===== config.mk =====
export PLATFORM = sky130hd
export DESIGN_NAME = base32_text_decoder
export DESIGN_NICKNAME = d
export VERILOG_FILES = /design/src/hdl/b32d_pkg.sv /design/src/hdl/base32_text_decoder.sv /design/src/hdl/b32d_classify.sv /design/src/hdl/b32d_core.sv
export SDC_FILE = /design/constraint.sdc
export NUM_CORES = 1
export LEC_CHECK = 0
export BUFFER_PORTS_ARGS = -buffer_cell sky130_fd_sc_hd__buf_2
export CAP_MARGIN = 20
export CORE_ASPECT_RATIO = 1.75
export CORE_UTILIZATION = 38
export CTS_CLUSTER_DIAMETER = 50
export DETAILED_ROUTE_END_ITERATION = 8
export GPL_ROUTABILITY_DRIVEN = 0
export PLACE_DENSITY = 0.68
export SLEW_MARGIN = 20
export SYNTH_ARGS = -nofsm -noshare
export SYNTH_HDL_FRONTEND = slang
export SYNTH_SLANG_ARGS = --single-unit

===== constraint.sdc =====
create_clock -name i_clk -period 6.7 [get_ports i_clk]
set_input_delay 1.005 -clock i_clk [delete_from_list [all_inputs] [get_ports i_clk]]
set_output_delay 1.005 -clock i_clk [all_outputs]
set_load 0.02 [all_outputs]

===== src/hdl/b32d_pkg.sv =====
// Shared types, character codes and sizes for the Base32 text decoder.
package b32d_pkg;

    // Field widths
    localparam int CHAR_W  = 8;
    localparam int SYM_W   = 5;
    localparam int ACC_W   = 12;
    localparam int HELD_W  = 3;
    localparam int COUNT_W = 13;
    localparam int BYTE_W  = 8;

    localparam int COUNT_MAX      = (2 ** COUNT_W) - 1;
    localparam int BYTE_LIMIT_DEF = 4096;

    // Character codes with a meaning of their own
    localparam logic [CHAR_W-1:0] CH_NUL        = 8'h00;
    localparam logic [CHAR_W-1:0] CH_TAB        = 8'h09;
    localparam logic [CHAR_W-1:0] CH_LF         = 8'h0A;
    localparam logic [CHAR_W-1:0] CH_CR         = 8'h0D;
    localparam logic [CHAR_W-1:0] CH_SPACE      = 8'h20;
    localparam logic [CHAR_W-1:0] CH_PLUS       = 8'h2B;
    localparam logic [CHAR_W-1:0] CH_MINUS      = 8'h2D;
    localparam logic [CHAR_W-1:0] CH_EQUALS     = 8'h3D;
    localparam logic [CHAR_W-1:0] CH_UNDERSCORE = 8'h5F;
    localparam logic [CHAR_W-1:0] CH_UPPER_A    = 8'h41;
    localparam logic [CHAR_W-1:0] CH_UPPER_Z    = 8'h5A;
    localparam logic [CHAR_W-1:0] CH_LOWER_A    = 8'h61;
    localparam logic [CHAR_W-1:0] CH_LOWER_Z    = 8'h7A;
    localparam logic [CHAR_W-1:0] CH_DIGIT_2    = 8'h32;
    localparam logic [CHAR_W-1:0] CH_DIGIT_7    = 8'h37;
    // '2' maps to symbol 26
    localparam logic [CHAR_W-1:0] DIGIT_BIAS    = 8'd24;
    localparam logic [SYM_W-1:0]  LETTER_BIAS   = 5'd1;

    // Character classes
    typedef enum logic [1:0] {
        CLS_SYM  = 2'd0,
        CLS_SKIP = 2'd1,
        CLS_END  = 2'd2,
        CLS_BAD  = 2'd3
    } t_class;

    // Result kinds
    typedef enum logic [1:0] {
        KIND_BYTE = 2'd0,
        KIND_END  = 2'd1,
        KIND_ERR  = 2'd2
    } t_kind;

    // One input item
    typedef struct packed {
        logic [CHAR_W-1:0] char_in;
        logic              first;
    } t_item;

    // One result item
    typedef struct packed {
        logic [BYTE_W-1:0]  data_byte;
        t_kind              kind;
        logic [COUNT_W-1:0] byte_count;
        logic               full_res;
    } t_result;

endpackage


===== src/hdl/base32_text_decoder.sv =====
// An accepted item passes through the input register and then the result register before its result shows on o_m_*.
// Throughput: one character per cycle; the input register and the result register
// advance together whenever the result register is empty or being taken.
// Skipped and ignored characters pass through without producing a result item.
// Reset (i_rst_n low at a clock edge) clears the decode state, both valid flags,
// and sets max_bytes to the byte limit clipped to 8191.
module base32_text_decoder
    import b32d_pkg::*;
#(
    parameter int BYTE_LIMIT = BYTE_LIMIT_DEF
)
(
    input  logic               i_clk,
    input  logic               i_rst_n,
    // character items
    input  logic               i_s_tvalid,
    output logic               o_s_tready,
    input  logic [7:0]         i_s_tdata,   // [7:0] char_in
    input  logic               i_s_tuser,   // [0] first
    // result items
    output logic               o_m_tvalid,
    input  logic               i_m_tready,
    output logic [23:0]        o_m_tdata,   // [7:0] data_byte, [20:8] byte_count,
                                            // [21] full_res, [23:22] zero
    output logic [1:0]         o_m_tuser,   // [1:0] kind
    // configuration
    input  logic               i_cfg_we,
    input  logic [COUNT_W-1:0] i_cfg_wdata  // max_bytes
);

    localparam logic [COUNT_W-1:0] MAX_RESET =
        (BYTE_LIMIT > COUNT_MAX) ? COUNT_W'(COUNT_MAX) : COUNT_W'(BYTE_LIMIT);

    logic               r_in_valid;
    t_item              r_in;
    logic               r_out_valid;
    t_result            r_out;
    logic [COUNT_W-1:0] r_max_bytes;
    logic               advance;
    logic               res_valid;
    t_result            res;

    assign advance    = !r_out_valid || i_m_tready;
    assign o_s_tready = !r_in_valid || advance;

    // Configuration register
    always_ff @(posedge i_clk) begin
        if (!i_rst_n) begin
            r_max_bytes <= MAX_RESET;
        end else if (i_cfg_we) begin
            r_max_bytes <= i_cfg_wdata;
        end
    end

    // Input register
    always_ff @(posedge i_clk) begin
        if (!i_rst_n) begin
            r_in_valid <= 1'b0;
        end else if (o_s_tready) begin
            r_in_valid <= i_s_tvalid;
        end
    end

    always_ff @(posedge i_clk) begin
        if (o_s_tready && i_s_tvalid) begin
            r_in.char_in <= i_s_tdata;
            r_in.first   <= i_s_tuser;
        end
    end

    b32d_core #(
        .BYTE_LIMIT (BYTE_LIMIT)
    ) u_core (
        .i_clk       (i_clk),
        .i_rst_n     (i_rst_n),
        .i_step      (r_in_valid && advance),
        .i_item      (r_in),
        .i_max_bytes (r_max_bytes),
        .o_res_valid (res_valid),
        .o_res       (res)
    );

    // Result register
    always_ff @(posedge i_clk) begin
        if (!i_rst_n) begin
            r_out_valid <= 1'b0;
        end else if (advance) begin
            r_out_valid <= r_in_valid && res_valid;
        end
    end

    always_ff @(posedge i_clk) begin
        if (advance && r_in_valid && res_valid) begin
            r_out <= res;
        end
    end

    assign o_m_tvalid = r_out_valid;
    assign o_m_tdata  = {2'b00, r_out.full_res, r_out.byte_count, r_out.data_byte};
    assign o_m_tuser  = r_out.kind;

endmodule


===== src/hdl/b32d_classify.sv =====
// Character classifier: sorts a text character and maps Base32 symbols to 0..31.
module b32d_classify
    import b32d_pkg::*;
(
    input  logic [CHAR_W-1:0] i_char,
    output t_class            o_class,
    output logic [SYM_W-1:0]  o_sym
);

    logic is_letter;
    logic is_digit;
    logic [CHAR_W-1:0] digit_val;

    assign is_letter = ((i_char >= CH_UPPER_A) && (i_char <= CH_UPPER_Z)) ||
                       ((i_char >= CH_LOWER_A) && (i_char <= CH_LOWER_Z));
    assign is_digit  = (i_char >= CH_DIGIT_2) && (i_char <= CH_DIGIT_7);
    assign digit_val = i_char - DIGIT_BIAS;

    // Sort the character and derive its symbol value
    always_comb begin
        o_sym = '0;
        case (i_char)
            CH_SPACE, CH_UNDERSCORE, CH_TAB, CH_CR, CH_LF, CH_MINUS, CH_PLUS: begin
                o_class = CLS_SKIP;
            end
            CH_EQUALS, CH_NUL: begin
                o_class = CLS_END;
            end
            default: begin
                if (is_letter) begin
                    o_class = CLS_SYM;
                    o_sym   = i_char[SYM_W-1:0] - LETTER_BIAS;
                end else if (is_digit) begin
                    o_class = CLS_SYM;
                    o_sym   = digit_val[SYM_W-1:0];
                end else begin
                    o_class = CLS_BAD;
                end
            end
        endcase
    end

endmodule


===== src/hdl/b32d_core.sv =====
// Decode state and per-item step: bit accumulator, counts, stop flag, result build.
module b32d_core
    import b32d_pkg::*;
#(
    parameter int BYTE_LIMIT = BYTE_LIMIT_DEF
)
(
    input  logic               i_clk,
    input  logic               i_rst_n,
    input  logic               i_step,
    input  t_item              i_item,
    input  logic [COUNT_W-1:0] i_max_bytes,
    output logic               o_res_valid,
    output t_result            o_res
);

    localparam logic [COUNT_W-1:0] LIMIT_CLIP =
        (BYTE_LIMIT > COUNT_MAX) ? COUNT_W'(COUNT_MAX) : COUNT_W'(BYTE_LIMIT);
    localparam logic [HELD_W:0] HELD_STEP = (HELD_W + 1)'(SYM_W);
    localparam logic [HELD_W:0] HELD_BYTE = (HELD_W + 1)'(BYTE_W);

    logic [ACC_W-1:0]   r_acc,   n_acc;
    logic [HELD_W-1:0]  r_held,  n_held;
    logic [COUNT_W-1:0] r_done,  n_done;
    logic               r_stopped, n_stopped;

    logic [ACC_W-1:0]   acc0;
    logic [HELD_W-1:0]  held0;
    logic [COUNT_W-1:0] done0;
    logic               stop0;
    logic [COUNT_W-1:0] limit;
    logic               blocked;
    t_class             cls;
    logic [SYM_W-1:0]   sym;
    logic [ACC_W-1:0]   acc_sh;
    logic [HELD_W:0]    held_sum;
    logic [HELD_W:0]    shift;
    logic [ACC_W-1:0]   acc_out;
    logic [COUNT_W-1:0] done_inc;

    b32d_classify u_classify (
        .i_char  (i_item.char_in),
        .o_class (cls),
        .o_sym   (sym)
    );

    // Start-of-string clear and effective byte limit
    assign acc0    = i_item.first ? '0 : r_acc;
    assign held0   = i_item.first ? '0 : r_held;
    assign done0   = i_item.first ? '0 : r_done;
    assign stop0   = i_item.first ? 1'b0 : r_stopped;
    assign limit   = (i_max_bytes > LIMIT_CLIP) ? LIMIT_CLIP : i_max_bytes;
    assign blocked = stop0 || (done0 >= limit);

    // Shift in one symbol and pick the top eight valid bits
    assign acc_sh   = {acc0[ACC_W-SYM_W-1:0], sym};
    assign held_sum = {1'b0, held0} + HELD_STEP;
    assign shift    = held_sum - HELD_BYTE;
    assign acc_out  = acc_sh >> shift;
    assign done_inc = done0 + 1'b1;

    // Next state and result
    always_comb begin
        n_acc       = acc0;
        n_held      = held0;
        n_done      = done0;
        n_stopped   = stop0;
        o_res_valid = 1'b0;
        o_res.data_byte  = '0;
        o_res.kind       = KIND_BYTE;
        o_res.byte_count = done0;
        o_res.full_res   = (done0 >= limit);
        if (!blocked) begin
            case (cls)
                CLS_SYM: begin
                    n_acc = acc_sh;
                    if (held_sum >= HELD_BYTE) begin
                        n_held           = shift[HELD_W-1:0];
                        n_done           = done_inc;
                        o_res_valid      = 1'b1;
                        o_res.data_byte  = acc_out[BYTE_W-1:0];
                        o_res.byte_count = done_inc;
                        o_res.full_res   = (done_inc >= limit);
                    end else begin
                        n_held = held_sum[HELD_W-1:0];
                    end
                end
                CLS_END: begin
                    n_stopped   = 1'b1;
                    o_res_valid = 1'b1;
                    o_res.kind  = KIND_END;
                end
                CLS_BAD: begin
                    n_stopped   = 1'b1;
                    o_res_valid = 1'b1;
                    o_res.kind  = KIND_ERR;
                end
                default: begin
                    // skipped character: state holds
                end
            endcase
        end
    end

    // State registers, advanced once per processed item
    always_ff @(posedge i_clk) begin
        if (!i_rst_n) begin
            r_acc     <= '0;
            r_held    <= '0;
            r_done    <= '0;
            r_stopped <= 1'b0;
        end else if (i_step) begin
            r_acc     <= n_acc;
            r_held    <= n_held;
            r_done    <= n_done;
            r_stopped <= n_stopped;
        end
    end

    // A stop result leaves the decoder stopped
    a_stop_sets: assert property (@(posedge i_clk) disable iff (!i_rst_n)
        (i_step && o_res_valid && (o_res.kind != KIND_BYTE)) |=> r_stopped)
        else $error("stop result did not set stop flag");

    // A byte result carries the new byte count
    a_count_track: assert property (@(posedge i_clk) disable iff (!i_rst_n)
        (i_step && o_res_valid && (o_res.kind == KIND_BYTE))
            |=> (r_done == $past(o_res.byte_count)))
        else $error("byte count out of step with result");

    // Non-byte results carry a zero data byte
    a_zero_data: assert property (@(posedge i_clk) disable iff (!i_rst_n)
        (o_res_valid && (o_res.kind != KIND_BYTE)) |-> (o_res.data_byte == '0))
        else $error("end or error result with nonzero data");

    // A stopped decoder without a new string gives nothing
    a_quiet_stopped: assert property (@(posedge i_clk) disable iff (!i_rst_n)
        (r_stopped && !i_item.first) |-> !o_res_valid)
        else $error("result while stopped");

endmodule


==> summary.md <==
| Metric | Value |
|---|---|
| Clock-pin transition on the worst setup and hold timing paths | `60 ps` |
| Largest net degree at the start of global routing | `28` |
| Hold Buf Count CTS | `0` |
| # fillers | `1,174` |
| Yosys reg bits | `72` |
| Final worst path period share | `0.636` |
| Yosys warns | `0` |
| Post-layout min period | `4260 ps` |
| Layout Skew | `7.56 ps` |
| Hold WC Path Type | `reg -> reg` |
| DRC errors left | `0` |
| Placed cell count | `704` |
| F_max | `235 MHz` |
| Syn Inst Count | `515` |
| CP Data Arrival Time | `4290 ps` |
| Root Driver | `clkbuf_16` |
| Cell area after synthesis | `4790 um^2` |
| Clk buf depth | `2` |
| Area of the multi-input gates | `2820 um^2` |
| Total GRT Usage | `0.201` |
| Total vias in the final route | `4,141` |
| Drt total wl | `12,400 um` |
| IO Count | `55` |
| CTS tree | `yes` |
| Worst Setup Start Kind | `flop` |
| Worst reg2reg path depth | `14` |
| Final ANT Viol Nets | `0` |
| Die area | `13,100 um^2` |
| Initial Utilization | `0.394` |
| DR iter-0 viols | `261` |
| FF+latch area | `1770 um^2` |
| CP Max Fanout | `27` |
| Buffers added on ports | `52` |
| Synth area leaders | `edfxtp_1, dfxtp_1, ha_1` |
| EDFF count, synth | `33` |
| CP required | `6730 ps` |
| Worst reg2reg setup slack | `2440 ps` |
| Site Rows | `53` |
| Maximum vdd drop | `0.130 mV` |
| Most common flop cell mapped by yosys | `dfxtp_1` |
| Netlist cell types | `76` |
| DPL Wire Length | `9320 um` |
| Worst hold slack | `490 ps` |
| MaxCap Viol Count | `0` |
| N_diodes | `0` |
| Layout cells sized above 1 | `0.162` |
| Sink Count | `72` |
| Die Wd | `86.8 um` |
| Sequential share of the synthesized area | `0.370` |
| Cell taking the most area after synthesis | `edfxtp_1` |
| Pleak | `2.19 nW` |
| First drt pass iteration count | `6` |
| Hold Path Cell Cnt | `2` |
| Insertion delay to the later sink of the worst-skew pair | `340 ps` |
| RR Endpoint | `o_m_tdata[21]` |
| Syn_area_per_cell | `9.30 um^2` |
| Post-DR wirelength/cell | `17.2 um` |
| Power per cell area | `217 nW/um^2` |
| Top cell type's share of synthesized area | `0.207` |
| First-pass GRT wire length | `20,300 um` |
| Area of the core | `12,100 um^2` |
| Synthesis-to-finish area growth | `13.4%` |
| RR Startpoint | `r_in[0]` |
| DIE HEIGHT | `150 um` |
| Post-CTS setup buffer count | `0` |
| Worst setup EP type | `flop` |
| Setup TNS | `0 ps` |
| Hold Startpoint | `u_core.r_held[1]` |
| Final hold violation count | `0` |
| # setup viols final | `0` |
| Vias in the first global route | `4,114` |
| Worst Tran Pin Value | `937 ps` |
| RSZ-0062 raised after global routing | `no` |
| Placed Instance Area | `5120 um^2` |
| Worst slew margin | `0.375` |
| TritonCTS buffer count | `9` |
| Drt via density | `5.75` |
| Global route total overflow | `0` |
| Final Instance Area | `5430 um^2` |
| Slew Viols, Final | `0` |
| H-tree depth reported by CTS | `3` |
| Async SR Flop Fraction | `0` |
| Non-filler cells, final | `720` |
| Post_cts resized | `0` |
| Initial antenna violation count | `0` |
| Hold EP | `u_core.r_held[1]` |
| Status | `complete, no violations` |
| Final Net Count | `613` |
| Critical path class | `reg -> reg` |
sequential cells by signal (all words and copies together) (netlist names):
register	flops
o_m_tvalid	1
o_m_tuser	2
r_max_bytes	13
u_core.r_done	13
u_core.r_held	3
o_m_tdata	22
u_core.r_stopped	1
r_in_valid	1
u_core.r_acc	7
r_in	9
layout by cell type (no fill, tap or decap), drive strengths merged, types with 3 or more instances in the layout:
cell     n
nand3   15
o31ai    4
o22ai    5
nand4   14
and3     6
buf     54
nand2b   7
nor4     3
o211ai   7
o21ai   33
a211oi   8
nor3b    3
o21a     3
and4b    3
nor3    15
a31oi    9
dfxtp   39
and4     4
xor2    13
clkbuf  10
clkinv   4
or3      6
a221oi   3
edfxtp  33
mux2i   16
o21ba    6
nand2   57
inv     11
ha      36
a21o     5
nor2b   23
xnor2    7
a21oi   22
nor2    32
mux2     3
stage by stage:
| step | utilization | power, mW | worst slack, ps |
|---|---|---|---|
| after floorplan | - | 0.624 | 2170 |
| after global placement | 0.422 | 0.664 | 2650 |
| after detailed placement | 0.422 | 0.670 | 2500 |
| after CTS | 0.447 | 1.18 | 2490 |
| after global routing | 0.447 | 1.21 | 2150 |
| final | 0.447 | 1.18 | 2440 |
critical path, stage by stage (launching register included):
cell,delay (ps)
edfxtp_1,760
nor2b_1,500
ha_1,360
nand2_1,120
nor4_1,570
and3_1,320
and2_1,190
nand2_1,80
xor2_1,140
nor2_1,70
ha_1,340
o21ai_0,90
nand2b_1,80
a41oi_1,190
o21ai_0,140
kinds of logic (layout without fill, tap and decap cells):
family / count (synthesis) / count (layout) / share of synthesized area
compound gates: 123 / 123 / 0.187
xor+xnor: 20 / 20 / 0.0366
buf+inv: 43 / 82 / 0.0429
other cells: 1 / 2 / 0.000783
flops: 72 / 72 / 0.370
fa+ha+maj: 36 / 36 / 0.0941
mux: 20 / 20 / 0.0452
simple gates: 200 / 200 / 0.223
synth_stat cells (all sizes together), types with 7 or more instances:
library cell,count
nand3,15
xor2,13
nand2,57
o21ai,33
edfxtp,33
o211ai,7
a21oi,22
inv,11
mux2i,16
nand4,14
clkbuf,19
buf,12
a31oi,9
dfxtp,39
nand2b,7
xnor2,7
nor3,15
nor2b,23
nor2,32
a211oi,8
ha,36
worst max-delay path by stage:
stage,start,to
final,r_in[0],o_m_tdata[21]
after global routing,r_in[0],o_m_tdata[21]
after CTS,r_in[0],o_m_tdata[21]
after detailed placement,r_in[0],o_m_tdata[21]
after global placement,r_in[0],u_core.r_done[9]
after floorplan,r_in[0],o_m_tdata[0]
where the power goes:
part / switching (mW) / total (mW) / internal, mW
clock: 0.189 / 0.514 / 0.324
sequential: 0.0214 / 0.505 / 0.483
combinational: 0.0988 / 0.158 / 0.0589
cell type report:
type                            count  area share
Timing Repair Buffer               54      0.0507
Sequential cell                    72       0.326
Multi-Input combinational cell    401       0.519
Clock inverter                      6      0.0154
Tap cell                          165      0.0380
Inverter                           12     0.00830
Clock buffer                       10      0.0422
routing by layer:
| metal | wire length, um | GRT usage | vias up | part of all wire |
|---|---|---|---|---|
| met5 | 0 | 0 | - | 0 |
| met4 | 419 | 0.0967 | 0 | 0.034 |
| met3 | 435 | 0.0291 | 33 | 0.035 |
| met2 | 6950 | 0.395 | 145 | 0.56 |
| met1 | 4550 | 0.198 | 1989 | 0.37 |
| li1 | - | - | 1974 | - |
Power figures use the tool's default switching activity.
